===== src/c32mh_pkg.sv =====
// ----------------------------------------------------------------------------
// c32mh_pkg: shared constants, types and functions for the CRC32C multiply hash
// Holds the CRC32C column tables, the mixing constants and the stage item type.
// ----------------------------------------------------------------------------
package c32mh_pkg;

    localparam logic [31:0] CRC_POLY    = 32'h82F6_3B78;
    localparam logic [31:0] SECOND_SEED = 32'h04C1_1DB7;
    localparam logic [63:0] MIX_MULT    = 64'h2545_F491_4F6C_DD1D;
    localparam logic [31:0] MIX_MULT_LO = MIX_MULT[31:0];
    localparam logic [31:0] MIX_MULT_HI = MIX_MULT[63:32];

    localparam logic [3:0] FULL_BYTES = 4'd8;
    localparam logic [3:0] HALF_BYTES = 4'd4;

    typedef logic [63:0][31:0] data_cols_t;
    typedef logic [31:0][31:0] seed_cols_t;

    // Bit-serial CRC32C, used only on constants to build the tables below
    function automatic logic [31:0] crc32c_serial(logic [31:0] seed, logic [63:0] data);
        logic [31:0] crc;
        logic        fb;
        crc = seed;
        for (int i = 0; i < 64; i++) begin
            fb  = crc[0] ^ data[i];
            crc = crc >> 1;
            if (fb) begin
                crc = crc ^ CRC_POLY;
            end
        end
        return crc;
    endfunction

    function automatic data_cols_t make_data_cols();
        data_cols_t cols;
        for (int i = 0; i < 64; i++) begin
            cols[i] = crc32c_serial(32'd0, 64'd1 << i);
        end
        return cols;
    endfunction

    function automatic seed_cols_t make_seed_cols();
        seed_cols_t cols;
        for (int k = 0; k < 32; k++) begin
            cols[k] = crc32c_serial(32'd1 << k, 64'd0);
        end
        return cols;
    endfunction

    localparam data_cols_t  DATA_COLS     = make_data_cols();
    localparam seed_cols_t  SEED_COLS     = make_seed_cols();
    localparam logic [31:0] SECOND_SEED_CRC = crc32c_serial(SECOND_SEED, 64'd0);

    // The CRC is linear: fold each set input bit's column into the result
    function automatic logic [31:0] crc_of_data(logic [63:0] data);
        logic [31:0] acc;
        acc = '0;
        for (int i = 0; i < 64; i++) begin
            if (data[i]) begin
                acc = acc ^ DATA_COLS[i];
            end
        end
        return acc;
    endfunction

    function automatic logic [31:0] crc_of_seed(logic [31:0] seed);
        logic [31:0] acc;
        acc = '0;
        for (int k = 0; k < 32; k++) begin
            if (seed[k]) begin
                acc = acc ^ SEED_COLS[k];
            end
        end
        return acc;
    endfunction

    // Item handed from the mix stage to the finish stage
    typedef struct packed {
        logic [31:0] crc_lo;     // first CRC, low half of the mixed word
        logic [63:0] lo_prod;    // crc_lo times low multiplier half, full width
        logic [31:0] hi_prod;    // second CRC times low multiplier half, low bits
        logic [23:0] tail;       // masked tail bytes to xor into the hash
        logic        mix;
        logic        last;
    } mix_item_t;

endpackage


===== src/c32mh_finish.sv =====
// ----------------------------------------------------------------------------
// c32mh_finish: product assembly, full running hash and result register
// Completes the 64-bit product, applies tail bytes and holds the result item.
// ----------------------------------------------------------------------------
module c32mh_finish (
    input  logic                 aclk,
    input  logic                 aresetn,
    input  logic                 mix_valid,
    output logic                 mix_ready,
    input  c32mh_pkg::mix_item_t mix_item,
    output logic                 m_valid,
    input  logic                 m_ready,
    output logic [63:0]          m_hash_value
);

    logic [63:0] hash_reg;
    logic [63:0] hash_next;
    logic        out_valid_reg;
    logic [63:0] out_hash_reg;

    logic        out_free;
    logic        fire;
    logic [31:0] upper_sum;
    logic [63:0] product;
    logic [63:0] mixed;
    logic [63:0] result;

    assign out_free  = !out_valid_reg || m_ready;
    // Non-last items never touch the result register
    assign mix_ready = !mix_item.last || out_free;
    assign fire      = mix_valid && mix_ready;

    assign upper_sum = 32'(mix_item.crc_lo * c32mh_pkg::MIX_MULT_HI) + mix_item.hi_prod;
    assign product   = mix_item.lo_prod + {upper_sum, 32'd0};
    assign mixed     = mix_item.mix ? product : hash_reg;
    assign result    = mixed ^ {40'd0, mix_item.tail};
    assign hash_next = mix_item.last ? 64'd0 : mixed;

    always_ff @(posedge aclk) begin
        if (!aresetn) begin
            hash_reg      <= 64'd0;
            out_valid_reg <= 1'b0;
        end else begin
            if (fire) begin
                hash_reg <= hash_next;
            end
            out_valid_reg <= (out_valid_reg && !m_ready) || (fire && mix_item.last);
        end
    end

    always_ff @(posedge aclk) begin
        if (fire && mix_item.last) begin
            out_hash_reg <= result;
        end
    end

    assign m_valid      = out_valid_reg;
    assign m_hash_value = out_hash_reg;

    a_last_gives_result: assert property (@(posedge aclk) disable iff (!aresetn)
        (fire && mix_item.last) |=> out_valid_reg)
        else $error("last item did not produce a result");

    a_non_last_silent: assert property (@(posedge aclk) disable iff (!aresetn)
        (fire && !mix_item.last && !out_valid_reg) |=> !out_valid_reg)
        else $error("non-last item produced a result");

    a_hash_cleared: assert property (@(posedge aclk) disable iff (!aresetn)
        (fire && mix_item.last) |=> (hash_reg == 64'd0))
        else $error("running hash not cleared after result");

endmodule


===== config.mk =====
export PLATFORM = sky130hd
export DESIGN_NAME = c32mh_finish
export DESIGN_NICKNAME = d
export VERILOG_FILES = /design/src/c32mh_pkg.sv /design/src/c32mh_finish.sv
export SDC_FILE = /design/constraint.sdc
export NUM_CORES = 1
export LEC_CHECK = 0
export BUFFER_PORTS_ARGS = -buffer_cell sky130_fd_sc_hd__buf_4
export CAP_MARGIN = 15
export CORE_UTILIZATION = 62
export DETAILED_ROUTE_END_ITERATION = 8
export PLACE_DENSITY = 0.88
export RECOVER_POWER = 25
export REMOVE_ABC_BUFFERS = 1
export SLEW_MARGIN = 15
export SYNTH_ARGS = -nofsm -noshare
export SYNTH_HDL_FRONTEND = slang
export SYNTH_SLANG_ARGS = --single-unit

===== constraint.sdc =====
create_clock -name aclk -period 22.2 [get_ports aclk]
set_input_delay 0 -clock aclk [delete_from_list [all_inputs] [get_ports aclk]]
set_output_delay 0 -clock aclk [all_outputs]
set_load 0.05 [all_outputs]

==> impl_results.md <==
- Fin crit share: 0.3753
- Reg2reg setup slack: 19.83 ns
- Failing checks: design-rule violations, max-capacitance violations, max-slew violations
- H-tree lvl count: 4
- Vias in the first global route: 13182
- CP peak stage delay: 0.52 ns
- Final setup vio count: 0
- Largest net degree at the start of global routing: 72
- Cell mode on critical path: fa_1
- Detailed Route WL: 42490 um
- Vias: 12082
- Worst hold path class: input port to flop
- Iter 0 DRT Violations: 968
- Worst r2r src: m_valid
- CP Max Fanout: 10
- Top delay family on crit path: adder cells
- Fillers: 1611
- Worst-path clk slew: 0.06 ns
- Syn_area_per_cell: 10.10 um2
- Post-placement cell area: 17430 um2
- Largest family of logic cells by synthesized area: adder cells
- Multi-input gate area: 10710 um2
- Most used flip-flop cell after synthesis: dfxtp_1
- CP required: 22.35 ns
- Hold path depth: 3
- PortBufs: 223
- Asr flop ratio synth: 0
- Ant. Diodes: 0
- Top-level I/O count: 224
- Post-route setup slack: 13.87 ns
- CTS tree: done
- Post-CTS Setup Bufs: 0
- CTS sink cnt: 129
- Worst Setup End Kind: flop
- Leading area contributor after synthesis: fa_1
- Core area: 24390 um2
- Slew of the pin with the lowest slew margin: 4.299 ns
- FF+latch area: 3223 um2
- Mapped Cells: 1527
- Hpwl dp: 31200 um
- Number of flops mapped to enable cells by yosys: 64
- Top post-synthesis cells by area: fa_1 23%, ha_1 20%, edfxtp_1 12%
- GRT Total Usage: 0.3411
- Full die area: 25520 um2
- Final Cell Area: 18390 um2
- Clk buf depth: 2
- Core Util, Final: 0.7538
- Setup CP Type: input port to flop
- Hold path startpoint: mix_item[90]
- Nets: 2382
- Vias/cell: 5.646
- Critical-path top delay cell: fa_1
- Simple-Gate Fraction of Synth Area: 0.06349
- Max frequency: 120.0 MHz
- Commonest non-fill, non-tap cell in the layout: inv_1
- Ys Warns: 0
- Buffers and inverters on the worst path: 7
- Synthesized area: 15430 um2
- Initial Util: 0.6326
- Fin crit period: 8.332 ns
- Post-synthesis mux area share: 0.04200
- Sequential fraction of the synthesis area: 0.2089
- Startpoint types: input port
- #FFs+latches synth: 129
- Max_slew headroom: -1.866
- Reg2reg path depth: 5
- First-pass GRT wire length: 67500 um
- Share of layout cells above drive strength 1: 0.1349
- Status: finished, violations left
- CTS Buf Count: 17
- Area grow syn2layout: 19.16%
- Drt first pass iters: 7
- Hold EP: m_hash_value[32]
- Post-synthesis adder-cell area fraction: 0.4270
- Max Cap Viol: 1
- GRT overflow: 0
- RSZ-0062 raised after global routing: no
- R2R Path End: m_hash_value[57]
- Commonest non-fill, non-tap cells in the layout: 370 x inv_1, 245 x ha_1, 176 x fa_1
- Worst EP arrival: 8.48 ns
- Row count: 57
- Synth top area share: 0.2283
- DRC Markers: 2
- Yosys cell types: 59
- Avg WL per Cell: 19.85 um
- Initial antenna violation count: 0
- Chip height: 159.8 um
- CTS root buf: clkbuf_16
- Clk_lat worst skew: 0.41 ns
- Post-synthesis xor/xnor area fraction: 0.06333
- Gpl congestion: 0.8800
- Final antenna-violating net count: 0
- Compound-gate portion of the synthesized area: 0.09796
- Fin Setup TNS: 0 ns
- Clock Skew: 0.01133 ns
- Final slew viol count: 72
- Die Span X: 159.8 um
- Fin. Hold Viols: 0
- Worst slack, placed: 13.49 ns
synth_stat cells, types with 2 or more instances:
library cell	instances
o311a_1	2
o2111ai_1	2
o21a_1	9
o21ai_1	5
nand4_1	3
a32o_1	3
a21boi_0	14
and4_1	2
o21ai_0	31
edfxtp_1	64
nand3_1	19
o211ai_1	3
clkbuf_1	26
xor2_1	16
and3_1	6
nor2b_1	59
a31o_2	4
nand3b_1	2
nor2_1	30
mux2_2	34
buf_1	4
xnor2_1	93
o31ai_1	2
o221ai_1	2
and2_1	2
a31oi_1	4
nand2b_1	12
a22oi_1	48
mux2i_1	25
nor3_1	8
inv_1	370
dfxtp_1	65
a21oi_1	47
a211oi_1	7
a211oi_2	2
o21bai_1	6
fa_1	176
nand2_1	37
a21o_1	19
ha_1	245
metal layers:
metal,up-vias,track usage,share of wire
met5,-,0,0
met4,0,0.1482,0.044
met3,135,0.05481,0.067
met2,592,0.6161,0.50
met1,5835,0.3991,0.39
li1,5520,-,-
how the worst max path moves through the flow:
| stage | start | end | slack, ns | cells after the start |
|---|---|---|---|---|
| 6_report | mix_item[129] | m_hash_value[63] | 13.87 | 32 |
| 2_1_floorplan | mix_item[128] | m_hash_value[63] | 14.27 | 31 |
| 3_3_place_gp | mix_item[128] | m_hash_value[63] | 13.72 | 32 |
| 4_1_cts | mix_item[128] | m_hash_value[63] | 13.94 | 32 |
| 5_1_grt | mix_item[128] | m_hash_value[63] | 13.47 | 32 |
| 3_5_place_dp | mix_item[128] | m_hash_value[63] | 13.49 | 32 |
kinds of logic after synthesis:
kind of cell | Yosys count
compound gates | 221
xor+xnor | 110
fa+ha+maj | 421
buf+inv | 400
flops | 129
mux | 60
simple gates | 186
area by class of cell:
cell class / count / share of cell area
clock buffer: 18 / 0.02389
clock inverter: 14 / 0.007894
inverter: 370 / 0.07554
multi-input combinational: 998 / 0.5826
sequential: 129 / 0.1753
tap: 324 / 0.02205
timing repair buffer: 287 / 0.1127
what timing repair did:
| action | 4_1_cts | 5_1_grt |
|---|---|---|
| hold endpoints to repair | 66 | 0 |
| gates resized for setup | 0 | 0 |
| hold buffers | 60 | 0 |
worst min-delay path: cells and delay by family:
family	cells	cell delay, ns
buf+inv	1	0.08
fa+ha+maj	1	0.15
mux	1	0.17
per-stage QoR:
| stage | hold slack [ns] | std cells |
|---|---|---|
| finish | 0.1018 | 2140 |
| global route | 0.09015 | 2140 |
| CTS | 0.06288 | 2140 |
| detailed placement | 0.2801 | 2048 |
| global placement | 0.2726 | 2048 |
| floorplan | 0.1178 | 1497 |
Power is left out: the tool's default activity adds up to more than one toggle a clock period on the data nets, which glitch-free logic cannot reach.
